## config.mk

```make
export PLATFORM = sky130hd
export DESIGN_NAME = fifo_or_sorted_priority_queue_top_flat
export DESIGN_NICKNAME = d
export VERILOG_FILES = /design/src/hdl/fspq_pkg.sv /design/src/hdl/fspq_channels.sv /design/src/hdl/fifo_or_sorted_priority_queue_top.sv /design/src/flat_wrapper.sv
export VERILOG_INCLUDE_DIRS = /design/src /design/src/hdl
export SDC_FILE = /design/constraint.sdc
export NUM_CORES = 1
export LEC_CHECK = 0
export BUFFER_PORTS_ARGS = -buffer_cell sky130_fd_sc_hd__buf_2
export CAP_MARGIN = 20
export CORE_UTILIZATION = 35
export DETAILED_ROUTE_END_ITERATION = 8
export PLACE_DENSITY_LB_ADDON = 0.12
export SETUP_SLACK_MARGIN = 0.1
export SKIP_LAST_GASP = 1
export SLEW_MARGIN = 20
export SYNTH_ARGS = -nofsm -noshare
export SYNTH_HDL_FRONTEND = slang
export SYNTH_SLANG_ARGS = --single-unit
```

## constraint.sdc

```tcl
create_clock -name clock -period 6.4 [get_ports clock]
set_clock_uncertainty 0.1 [all_clocks]
set_input_delay 0.96 -clock clock [delete_from_list [all_inputs] [get_ports clock]]
set_output_delay 0.96 -clock clock [all_outputs]
set_load 0.03 [all_outputs]
```

## src/hdl/fifo_or_sorted_priority_queue_top_defines.svh

```systemverilog
// Assertion macros for the FIFO or sorted priority queue.
// Used by the top level only; depends on a clock named clock and a reset named reset.
`ifndef FIFO_OR_SORTED_PRIORITY_QUEUE_TOP_DEFINES_SVH
`define FIFO_OR_SORTED_PRIORITY_QUEUE_TOP_DEFINES_SVH

// The consequent must hold in the same cycle as the antecedent.
`define FSPQ_ASSERT_SAME(label, ante, cons, msg) \
   label: assert property (@(posedge clock) disable iff (reset) (ante) |-> (cons)) \
      else $error(msg);

// The consequent must hold in the cycle after the antecedent.
`define FSPQ_ASSERT_NEXT(label, ante, cons, msg) \
   label: assert property (@(posedge clock) disable iff (reset) (ante) |=> (cons)) \
      else $error(msg);

`endif

```

## src/hdl/fspq_pkg.sv

```systemverilog
// Shared types and codes for the FIFO or sorted priority queue.
// No dependencies; used by the channel interfaces and the top level.
`default_nettype none

package fspq_pkg;

   localparam int KEY_W    = 32;
   localparam int KIND_W   = 2;
   localparam int STATUS_W = 2;
   localparam int OCC_W    = 4;

   typedef logic signed [KEY_W-1:0] key_type;
   typedef logic [KIND_W-1:0]       kind_type;
   typedef logic [STATUS_W-1:0]     status_type;
   typedef logic [OCC_W-1:0]        occ_type;

   // Operation codes.
   localparam kind_type KIND_INSERT = 2'd0;
   localparam kind_type KIND_DELETE = 2'd1;
   localparam kind_type KIND_PEEK   = 2'd2;

   // Result status codes.
   localparam status_type ST_OK        = 2'd0;
   localparam status_type ST_OVERFLOW  = 2'd1;
   localparam status_type ST_UNDERFLOW = 2'd2;

   typedef enum logic [3:0] {
      S_IDLE,
      S_SRCH_RD,
      S_SRCH_CMP,
      S_SHIFT_RD,
      S_SHIFT_WR,
      S_PUT,
      S_DEL_DATA,
      S_PEEK_HEAD,
      S_PEEK_TAIL,
      S_RESP
   } state_type;

endpackage

`default_nettype wire

```

## src/hdl/fspq_channels.sv

```systemverilog
// Valid/ready channel interfaces for requests, responses and the mode register.
// Depends on fspq_pkg for the payload types.
`default_nettype none

interface fspq_req_if;
   import fspq_pkg::*;
   logic     valid;
   logic     ready;
   kind_type kind;
   key_type  key;
   modport source (output valid, output kind, output key, input ready);
   modport sink (input valid, input kind, input key, output ready);
endinterface

interface fspq_rsp_if;
   import fspq_pkg::*;
   logic       valid;
   logic       ready;
   status_type status;
   key_type    head_value;
   key_type    tail_value;
   occ_type    occupancy;
   modport source (output valid, output status, output head_value, output tail_value,
                   output occupancy, input ready);
   modport sink (input valid, input status, input head_value, input tail_value,
                 input occupancy, output ready);
endinterface

interface fspq_csr_if;
   logic valid;
   logic ready;
   logic priority_mode;
   modport source (output valid, output priority_mode, input ready);
   modport sink (input valid, input priority_mode, output ready);
endinterface

`default_nettype wire

```

## src/hdl/fifo_or_sorted_priority_queue_top.sv

```systemverilog
// Bounded queue of signed keys, FIFO or ascending sorted, one transaction at a time.
// Kind 3 and errors go straight to the response stage; a FIFO insert writes its key, a
// delete reads the next head, a peek reads the head and then the tail, and a priority insert
// searches k keys and then shifts s keys. The single memory port and its registered read pace each step.
// A new request is taken the cycle after the response is registered in the output stage.
// Synchronous active-high reset empties the queue and selects FIFO mode; no memory clear.
`default_nettype none
`include "fifo_or_sorted_priority_queue_top_defines.svh"

module fifo_or_sorted_priority_queue_top #(
   parameter int DEPTH = 8
) (
   input  wire logic  clock,
   input  wire logic  reset,
   fspq_req_if.sink   req_ch,
   fspq_rsp_if.source rsp_ch,
   fspq_csr_if.sink   csr_ch
);
   import fspq_pkg::*;

   // Address width of the key store and width of the key count (which can reach DEPTH).
   localparam int AW = $clog2(DEPTH);
   localparam int CW = $clog2(DEPTH + 1);

   // Sequencer and queue bookkeeping.
   state_type     state_ff, state_in;
   logic          mode_ff;
   logic [AW-1:0] head_ff, head_in;
   logic [CW-1:0] count_ff, count_in;

   // Scan index and insertion position, both logical offsets from the head.
   logic [CW-1:0] idx_ff, idx_in;
   logic [CW-1:0] pos_ff, pos_in;

   // Key being inserted and the result being built.
   key_type    key_ff, key_in;
   status_type status_ff, status_in;
   key_type    head_val_ff, head_val_in;
   key_type    tail_val_ff, tail_val_in;

   // Output stage: holds a finished response until the consumer takes it.
   logic       rsp_valid_ff, rsp_valid_in;
   status_type rsp_status_ff, rsp_status_in;
   key_type    rsp_head_ff, rsp_head_in;
   key_type    rsp_tail_ff, rsp_tail_in;
   occ_type    rsp_occ_ff, rsp_occ_in;

   // Key store: one shared address per cycle, registered read data.
   key_type mem [DEPTH];
   key_type rd_data_ff;
   logic    wr_en;
   key_type wr_data;

   // Shared address unit: maps a logical offset from the head onto a physical slot.
   // The offset is always below DEPTH, so one compare and subtract wraps it.
   logic [CW-1:0] logical;
   logic [CW:0]   slot_sum;
   logic [AW-1:0] slot;

   assign slot_sum = (CW+1)'(head_ff) + (CW+1)'(logical);
   assign slot     = (slot_sum >= (CW+1)'(DEPTH)) ? AW'(slot_sum - (CW+1)'(DEPTH))
                                                  : AW'(slot_sum);

   always_ff @(posedge clock) begin
      if (wr_en) begin
         mem[slot] <= wr_data;
      end
      rd_data_ff <= mem[slot];
   end

   // Mode register: always ready, unguarded; the user must write it only while the queue is idle.
   assign csr_ch.ready = 1'b1;

   always_ff @(posedge clock) begin
      if (reset) begin
         mode_ff <= 1'b0;
      end else if (csr_ch.valid) begin
         mode_ff <= csr_ch.priority_mode;
      end
   end

   assign req_ch.ready      = (state_ff == S_IDLE);
   assign rsp_ch.valid      = rsp_valid_ff;
   assign rsp_ch.status     = rsp_status_ff;
   assign rsp_ch.head_value = rsp_head_ff;
   assign rsp_ch.tail_value = rsp_tail_ff;
   assign rsp_ch.occupancy  = rsp_occ_ff;

   // Sequencer. A priority insert first scans forward from the head for the first
   // key greater than the new one, then moves the keys from the tail down to that
   // position one place back, one read and one write per key, and finally writes
   // the new key into the gap. Equal keys are passed over, so the new key lands
   // after them.
   always_comb begin
      state_in      = state_ff;
      head_in       = head_ff;
      count_in      = count_ff;
      idx_in        = idx_ff;
      pos_in        = pos_ff;
      key_in        = key_ff;
      status_in     = status_ff;
      head_val_in   = head_val_ff;
      tail_val_in   = tail_val_ff;
      rsp_valid_in  = rsp_valid_ff;
      rsp_status_in = rsp_status_ff;
      rsp_head_in   = rsp_head_ff;
      rsp_tail_in   = rsp_tail_ff;
      rsp_occ_in    = rsp_occ_ff;
      logical       = '0;
      wr_en         = 1'b0;
      wr_data       = key_ff;

      if (rsp_valid_ff && rsp_ch.ready) begin
         rsp_valid_in = 1'b0;
      end

      unique case (state_ff)
         S_IDLE: begin
            // Offset zero reads the head key, ready for a delete or a peek.
            if (req_ch.valid) begin
               key_in      = req_ch.key;
               status_in   = ST_OK;
               head_val_in = '0;
               tail_val_in = '0;
               unique case (req_ch.kind)
                  KIND_INSERT: begin
                     if (count_ff == CW'(DEPTH)) begin
                        status_in = ST_OVERFLOW;
                        state_in  = S_RESP;
                     end else if (mode_ff && (count_ff != '0)) begin
                        idx_in   = '0;
                        state_in = S_SRCH_RD;
                     end else begin
                        pos_in   = count_ff;
                        state_in = S_PUT;
                     end
                  end
                  KIND_DELETE: begin
                     if (count_ff == '0) begin
                        status_in = ST_UNDERFLOW;
                        state_in  = S_RESP;
                     end else begin
                        state_in = S_DEL_DATA;
                     end
                  end
                  KIND_PEEK: begin
                     if (count_ff == '0) begin
                        status_in = ST_UNDERFLOW;
                        state_in  = S_RESP;
                     end else begin
                        state_in = S_PEEK_HEAD;
                     end
                  end
                  default: begin
                     state_in = S_RESP;
                  end
               endcase
            end
         end
         S_SRCH_RD: begin
            logical  = idx_ff;
            state_in = S_SRCH_CMP;
         end
         S_SRCH_CMP: begin
            if (key_ff < rd_data_ff) begin
               pos_in   = idx_ff;
               idx_in   = count_ff;
               state_in = S_SHIFT_RD;
            end else if ((idx_ff + CW'(1)) == count_ff) begin
               pos_in   = count_ff;
               state_in = S_PUT;
            end else begin
               idx_in   = idx_ff + CW'(1);
               state_in = S_SRCH_RD;
            end
         end
         S_SHIFT_RD: begin
            logical  = idx_ff - CW'(1);
            state_in = S_SHIFT_WR;
         end
         S_SHIFT_WR: begin
            logical = idx_ff;
            wr_en   = 1'b1;
            wr_data = rd_data_ff;
            idx_in  = idx_ff - CW'(1);
            if ((idx_ff - CW'(1)) == pos_ff) begin
               state_in = S_PUT;
            end else begin
               state_in = S_SHIFT_RD;
            end
         end
         S_PUT: begin
            logical  = pos_ff;
            wr_en    = 1'b1;
            wr_data  = key_ff;
            count_in = count_ff + CW'(1);
            state_in = S_RESP;
         end
         S_DEL_DATA: begin
            // Offset one gives the next head; an emptied queue restarts at slot zero.
            logical     = CW'(1);
            head_val_in = rd_data_ff;
            count_in    = count_ff - CW'(1);
            head_in     = (count_ff == CW'(1)) ? '0 : slot;
            state_in    = S_RESP;
         end
         S_PEEK_HEAD: begin
            logical     = count_ff - CW'(1);
            head_val_in = rd_data_ff;
            state_in    = S_PEEK_TAIL;
         end
         S_PEEK_TAIL: begin
            tail_val_in = rd_data_ff;
            state_in    = S_RESP;
         end
         S_RESP: begin
            if (!rsp_valid_ff || rsp_ch.ready) begin
               rsp_valid_in  = 1'b1;
               rsp_status_in = status_ff;
               rsp_head_in   = head_val_ff;
               rsp_tail_in   = tail_val_ff;
               rsp_occ_in    = OCC_W'(count_ff);
               state_in      = S_IDLE;
            end
         end
         default: begin
            state_in = S_IDLE;
         end
      endcase
   end

   always_ff @(posedge clock) begin
      if (reset) begin
         state_ff     <= S_IDLE;
         head_ff      <= '0;
         count_ff     <= '0;
         rsp_valid_ff <= 1'b0;
      end else begin
         state_ff     <= state_in;
         head_ff      <= head_in;
         count_ff     <= count_in;
         rsp_valid_ff <= rsp_valid_in;
      end
   end

   always_ff @(posedge clock) begin
      idx_ff        <= idx_in;
      pos_ff        <= pos_in;
      key_ff        <= key_in;
      status_ff     <= status_in;
      head_val_ff   <= head_val_in;
      tail_val_ff   <= tail_val_in;
      rsp_status_ff <= rsp_status_in;
      rsp_head_ff   <= rsp_head_in;
      rsp_tail_ff   <= rsp_tail_in;
      rsp_occ_ff    <= rsp_occ_in;
   end

   // The key count never exceeds the store depth.
   `FSPQ_ASSERT_SAME(a_count_bound, 1'b1, count_ff <= CW'(DEPTH), "key count above depth")
   // An empty queue always has its head at slot zero.
   `FSPQ_ASSERT_SAME(a_empty_head, count_ff == '0, head_ff == '0, "empty queue head not zero")
   // Every shift step writes to a slot that lies behind the insertion position.
   `FSPQ_ASSERT_SAME(a_shift_range, state_ff == S_SHIFT_WR, idx_ff > pos_ff, "shift past insert")
   // Overflow is reported only for a full queue.
   `FSPQ_ASSERT_SAME(a_overflow_full, rsp_ch.valid && (rsp_ch.status == ST_OVERFLOW),
      rsp_ch.occupancy == OCC_W'(DEPTH), "overflow reported when not full")
   // A request taken in a cycle leaves the sequencer busy in the next.
   `FSPQ_ASSERT_NEXT(a_busy_after_accept, req_ch.valid && req_ch.ready, state_ff != S_IDLE,
      "sequencer idle after accepting a transaction")

endmodule

`default_nettype wire

```

## src/flat_wrapper.sv

```systemverilog
// flat-port wrapper written by rule: the top's interface ports become plain ports
module fifo_or_sorted_priority_queue_top_flat import fspq_pkg::*;
#(
   parameter int DEPTH = 8
)
  (clock, reset, req_ch_valid, req_ch_kind, req_ch_key, req_ch_ready, rsp_ch_valid, rsp_ch_status, rsp_ch_head_value, rsp_ch_tail_value, rsp_ch_occupancy, rsp_ch_ready, csr_ch_valid, csr_ch_priority_mode, csr_ch_ready);
  fspq_req_if req_ch_i ();
  fspq_rsp_if rsp_ch_i ();
  fspq_csr_if csr_ch_i ();
  input  wire logic clock;
  input  wire logic reset;
  input wire logic [$bits(req_ch_i.valid)-1:0] req_ch_valid;
  input wire logic [$bits(req_ch_i.kind)-1:0] req_ch_kind;
  input wire logic [$bits(req_ch_i.key)-1:0] req_ch_key;
  output wire logic [$bits(req_ch_i.ready)-1:0] req_ch_ready;
  output wire logic [$bits(rsp_ch_i.valid)-1:0] rsp_ch_valid;
  output wire logic [$bits(rsp_ch_i.status)-1:0] rsp_ch_status;
  output wire logic [$bits(rsp_ch_i.head_value)-1:0] rsp_ch_head_value;
  output wire logic [$bits(rsp_ch_i.tail_value)-1:0] rsp_ch_tail_value;
  output wire logic [$bits(rsp_ch_i.occupancy)-1:0] rsp_ch_occupancy;
  input wire logic [$bits(rsp_ch_i.ready)-1:0] rsp_ch_ready;
  input wire logic [$bits(csr_ch_i.valid)-1:0] csr_ch_valid;
  input wire logic [$bits(csr_ch_i.priority_mode)-1:0] csr_ch_priority_mode;
  output wire logic [$bits(csr_ch_i.ready)-1:0] csr_ch_ready;
  assign req_ch_i.valid = req_ch_valid;
  assign req_ch_i.kind = req_ch_kind;
  assign req_ch_i.key = req_ch_key;
  assign req_ch_ready = req_ch_i.ready;
  assign rsp_ch_valid = rsp_ch_i.valid;
  assign rsp_ch_status = rsp_ch_i.status;
  assign rsp_ch_head_value = rsp_ch_i.head_value;
  assign rsp_ch_tail_value = rsp_ch_i.tail_value;
  assign rsp_ch_occupancy = rsp_ch_i.occupancy;
  assign rsp_ch_i.ready = rsp_ch_ready;
  assign csr_ch_i.valid = csr_ch_valid;
  assign csr_ch_i.priority_mode = csr_ch_priority_mode;
  assign csr_ch_ready = csr_ch_i.ready;
  fifo_or_sorted_priority_queue_top #(.DEPTH(DEPTH)) u_core (.clock(clock), .reset(reset), .req_ch(req_ch_i), .rsp_ch(rsp_ch_i), .csr_ch(csr_ch_i));
endmodule
```

==> flow_metrics.tcl <==
set metrics [dict create \
    run_status "completed" \
    die_x_microns 235 \
    slew_viol_final 0 \
    vias 9761 \
    routed_wl_microns 42100 \
    synth_area_leaders "edfxtp_1 (68%), mux4_1 (8.7%), dfxtp_1 (4.7%), ha_1 (2.7%), and3_1 (2.1%)" \
    grt_max_degree 71 \
    initial_core_util_pct 35.4 \
    grt_util_all_layers_pct 15.3 \
    ys_seq_area_share_pct 73.0 \
    dpl_cell_area_sq_um 20400 \
    synthXorXnorAreaFrac_pct 0.968 \
    power_frac_seq_pct 47.8 \
    yosys.area_share.simple_pct 5.93 \
    syn-instance-count 1063 \
    final_area_sq_um 22200 \
    p_per_area_nw_per_um2 392 \
    switching_power_mw 2.42 \
    crit_buf_inv 3 \
    power_switching_share_pct 27.8 \
    io_buffers 111 \
    cts.path.max_buffers 3 \
    final_min_period_over_clock_period_pct 67.7 \
    start_kind "register" \
    firstDrtPassIters 5 \
    synth.avg_cell_area_sq_um 17.9 \
    post_synth_num_cell_types 71 \
    core_area_sq_um 53700 \
    yosysTopAreaCellShare_pct 68.3 \
    htreeDepth 2 \
    arrival_ps 4490 \
    place.gp.congestion 0.839 \
    cts_setup_buffers 0 \
    clock_sinks 477 \
    avgViaCountPerCell 5.05 \
    synth_top_area_cell "edfxtp_1" \
    n_fill_cell 4811 \
    crit_slowest_cell "nor2_2" \
    nets 1275 \
    clk_latency_ps 590 \
    finalHoldViolCount 0 \
    clkTransAtPathRegs_ps 60 \
    vdd_ir_drop_max_mv 0.221 \
    cts_tree "done" \
    ant_nets 0 \
    fin_setup_tns_ps 0 \
    gr-total-overflow 0 \
    drt_iter0_drc 646 \
    leakagePower_nw 8.02 \
    crit_chain "inv_1 -> ha_1 -> o211ai_1 -> fa_2 -> xnor2_2 -> xnor2_4 -> buf_4 -> nor2_2 -> buf_4" \
    multiInputGateArea_sq_um 4760 \
    netlist_area_sq_um 19000 \
    synth_top_family_by_area "multiplexers" \
    drive_above_1_share_pct 22.1 \
    avgRoutedWirePerCell_microns 21.8 \
    area_delta_synth_final_pct 16.9 \
    antenna_found_initial 1 \
    synth-seq-cells 477 \
    critPathKind "reg2reg" \
    hpwl_microns 26000 \
    synth_compound_area_share_pct 3.73 \
    synth_mux_area_share_pct 11.2 \
    synth_nets 1145 \
    cts_hold_buf 0 \
    clock-root-buffer "clkbuf_16" \
    setup_viol 0 \
    diodes 0 \
    ys.flop_type "edfxtp_1" \
    grt_pass1_vias 10000 \
    slowest_delay_ps 900 \
    min_path_type "reg2reg" \
    die_h_microns 235 \
    power.share.clock_pct 35.3 \
    grt_pass1_wl_microns 63500 \
    max-slew-margin-rel_pct 30.6 \
    cap_violations 0 \
    fmax_mhz 231 \
    ioPinCount 113 \
    async_reset_ff_share_pct 0 \
    rows 85 \
    rsz0062_at_grt "no" \
    critPathTopFamily "buffers and inverters" \
    ys_warn_count 0 \
    critPathMaxFanout 69 \
    drcViolationCount 0 \
    comb_power_share_pct 17.0 \
    dieArea_sq_um 55200 \
    cts-resized-gates 0 \
    numCtsBuffers 52 \
    tightest_slew_ps 1040 \
    cpMostUsedCell "buf_4" \
    period_needed_ps 4330 \
    synth_edf_count 432 \
    regArea_sq_um 13900 \
    synth_fa_ha_area_share_pct 2.81 \
    internal_power_mw 6.29 \
    worstPathRequired_ps 6560 \
    worstSetupEndpointType "register" \
]
final timing paths:
path                                        start                                     end  slack, ps  cells after the start
max                    u_core.idx_ff[0]$_DFFE_PP_             u_core.mem[1][22]$_DFFE_PP_       2070                      9
min          u_core.head_val_ff[26]$_SDFFCE_PN0P_  u_core.rsp_ch.head_value[26]$_DFFE_PP_        310                      0
max reg2reg            u_core.idx_ff[0]$_DFFE_PP_             u_core.mem[1][22]$_DFFE_PP_       2070                      9
min reg2reg  u_core.head_val_ff[26]$_SDFFCE_PN0P_  u_core.rsp_ch.head_value[26]$_DFFE_PP_        310                      0
synth_stat cells, types with 4 or more instances:
cell type / number
nor2_1: 35
a21o_1: 4
mux2_2: 31
or4_1: 4
buf_2: 5
o21ai_1: 36
a21oi_1: 21
nor3_1: 6
nor2b_1: 6
and3_1: 65
nand4_1: 10
nand2b_1: 4
nand2_1: 57
a22oi_1: 5
buf_6: 8
ha_1: 41
inv_1: 43
dfxtp_1: 45
edfxtp_1: 432
o21ai_0: 8
xnor2_1: 9
mux2i_1: 6
xor2_1: 7
nand3_1: 6
mux4_1: 63
clkbuf_1: 38
placed cells by master, fill, tap and decap left out, drive strengths merged, types with 3 or more instances in the layout:
cell type  count
dfxtp         45
nand2         57
edfxtp       432
nand2b         4
nand3          7
o211ai         3
nand4         10
nor2b          6
mux2          34
mux4          64
or4            4
and2           3
xnor2         11
o21a           3
nor2          36
mux2i          6
buf          130
nor4           3
a21oi         22
bufinv         5
a21o           4
ha            41
clkinv        15
nand3b         3
xor2           7
a22oi          5
inv           47
nor3           6
o311a          3
and3          65
o21ai         44
a31oi          3
clkbuf        75
routing by layer:
layer  GRT usage [%]  share of wire [%]  routed length, microns
met3            2.43                4.0                    1690
met4            4.82                2.3                     956
met1            22.0                 48                   20100
met2            23.9                 46                   19300
met5               0                  0                       0
metrics by stage:
step	utilization (%)	cells	power (mW)	setup WS, ps	hold slack, ps
floorplan	-	1063	5.13	1790	300
global placement	38.0	1835	5.71	2040	301
detailed placement	38.0	1835	5.73	1960	305
CTS	41.3	1933	8.83	1950	313
global route	41.3	1933	9.12	1680	318
finish	41.3	1933	8.71	2070	311
kinds of logic after synthesis:
family / after synthesis
fa+ha+maj: 42
simple gates: 214
compound gates: 108
mux: 104
other cells: 1
flops: 477
buf+inv: 99
xor+xnor: 18
sequential cells by signal, indices dropped and copies added, names as in the netlist:
| signal | count |
|---|---|
| u_core.mem | 256 |
| u_core.head_val_ff | 32 |
| u_core.key_ff | 32 |
| u_core.rd_data_ff | 32 |
| u_core.rsp_ch.head_value | 32 |
| u_core.rsp_ch.tail_value | 32 |
| u_core.tail_val_ff | 32 |
| u_core.count_ff | 4 |
| u_core.idx_ff | 4 |
| u_core.pos_ff | 4 |
| u_core.rsp_ch.occupancy | 4 |
| u_core.state_ff | 4 |
| u_core.head_ff | 3 |
| u_core.rsp_ch.status | 2 |
| u_core.status_ff | 2 |
| u_core.mode_ff | 1 |
| u_core.rsp_ch.valid | 1 |
area by class of cell:
type	count	share of cell area, %
inverter	45	0.761
clock buffer	75	6.79
sequential	477	62.5
tap	696	3.92
multi-input combinational	487	21.4
clock inverter	23	1.23
timing repair buffer	130	3.37
power by group through the flow:
stage / Clock (mW) / Sequential (mW) / Combinational, mW
after floorplan: 0 / 4.09 / 1.04
after global placement: 0 / 4.22 / 1.49
after detailed placement: 0 / 4.23 / 1.50
after CTS: 3.16 / 4.16 / 1.51
after global routing: 3.28 / 4.20 / 1.64
final: 3.07 / 4.16 / 1.48
worst reg2reg max path, cell delays in order, from the launching register on:
cell and delay, ps:
edfxtp_1 570, inv_1 140, ha_1 430, o211ai_1 190, fa_2 410, xnor2_2 250, xnor2_4 110, buf_4 430
nor2_2 920, buf_4 440
Note: power is estimated with default switching activity, not from simulation.
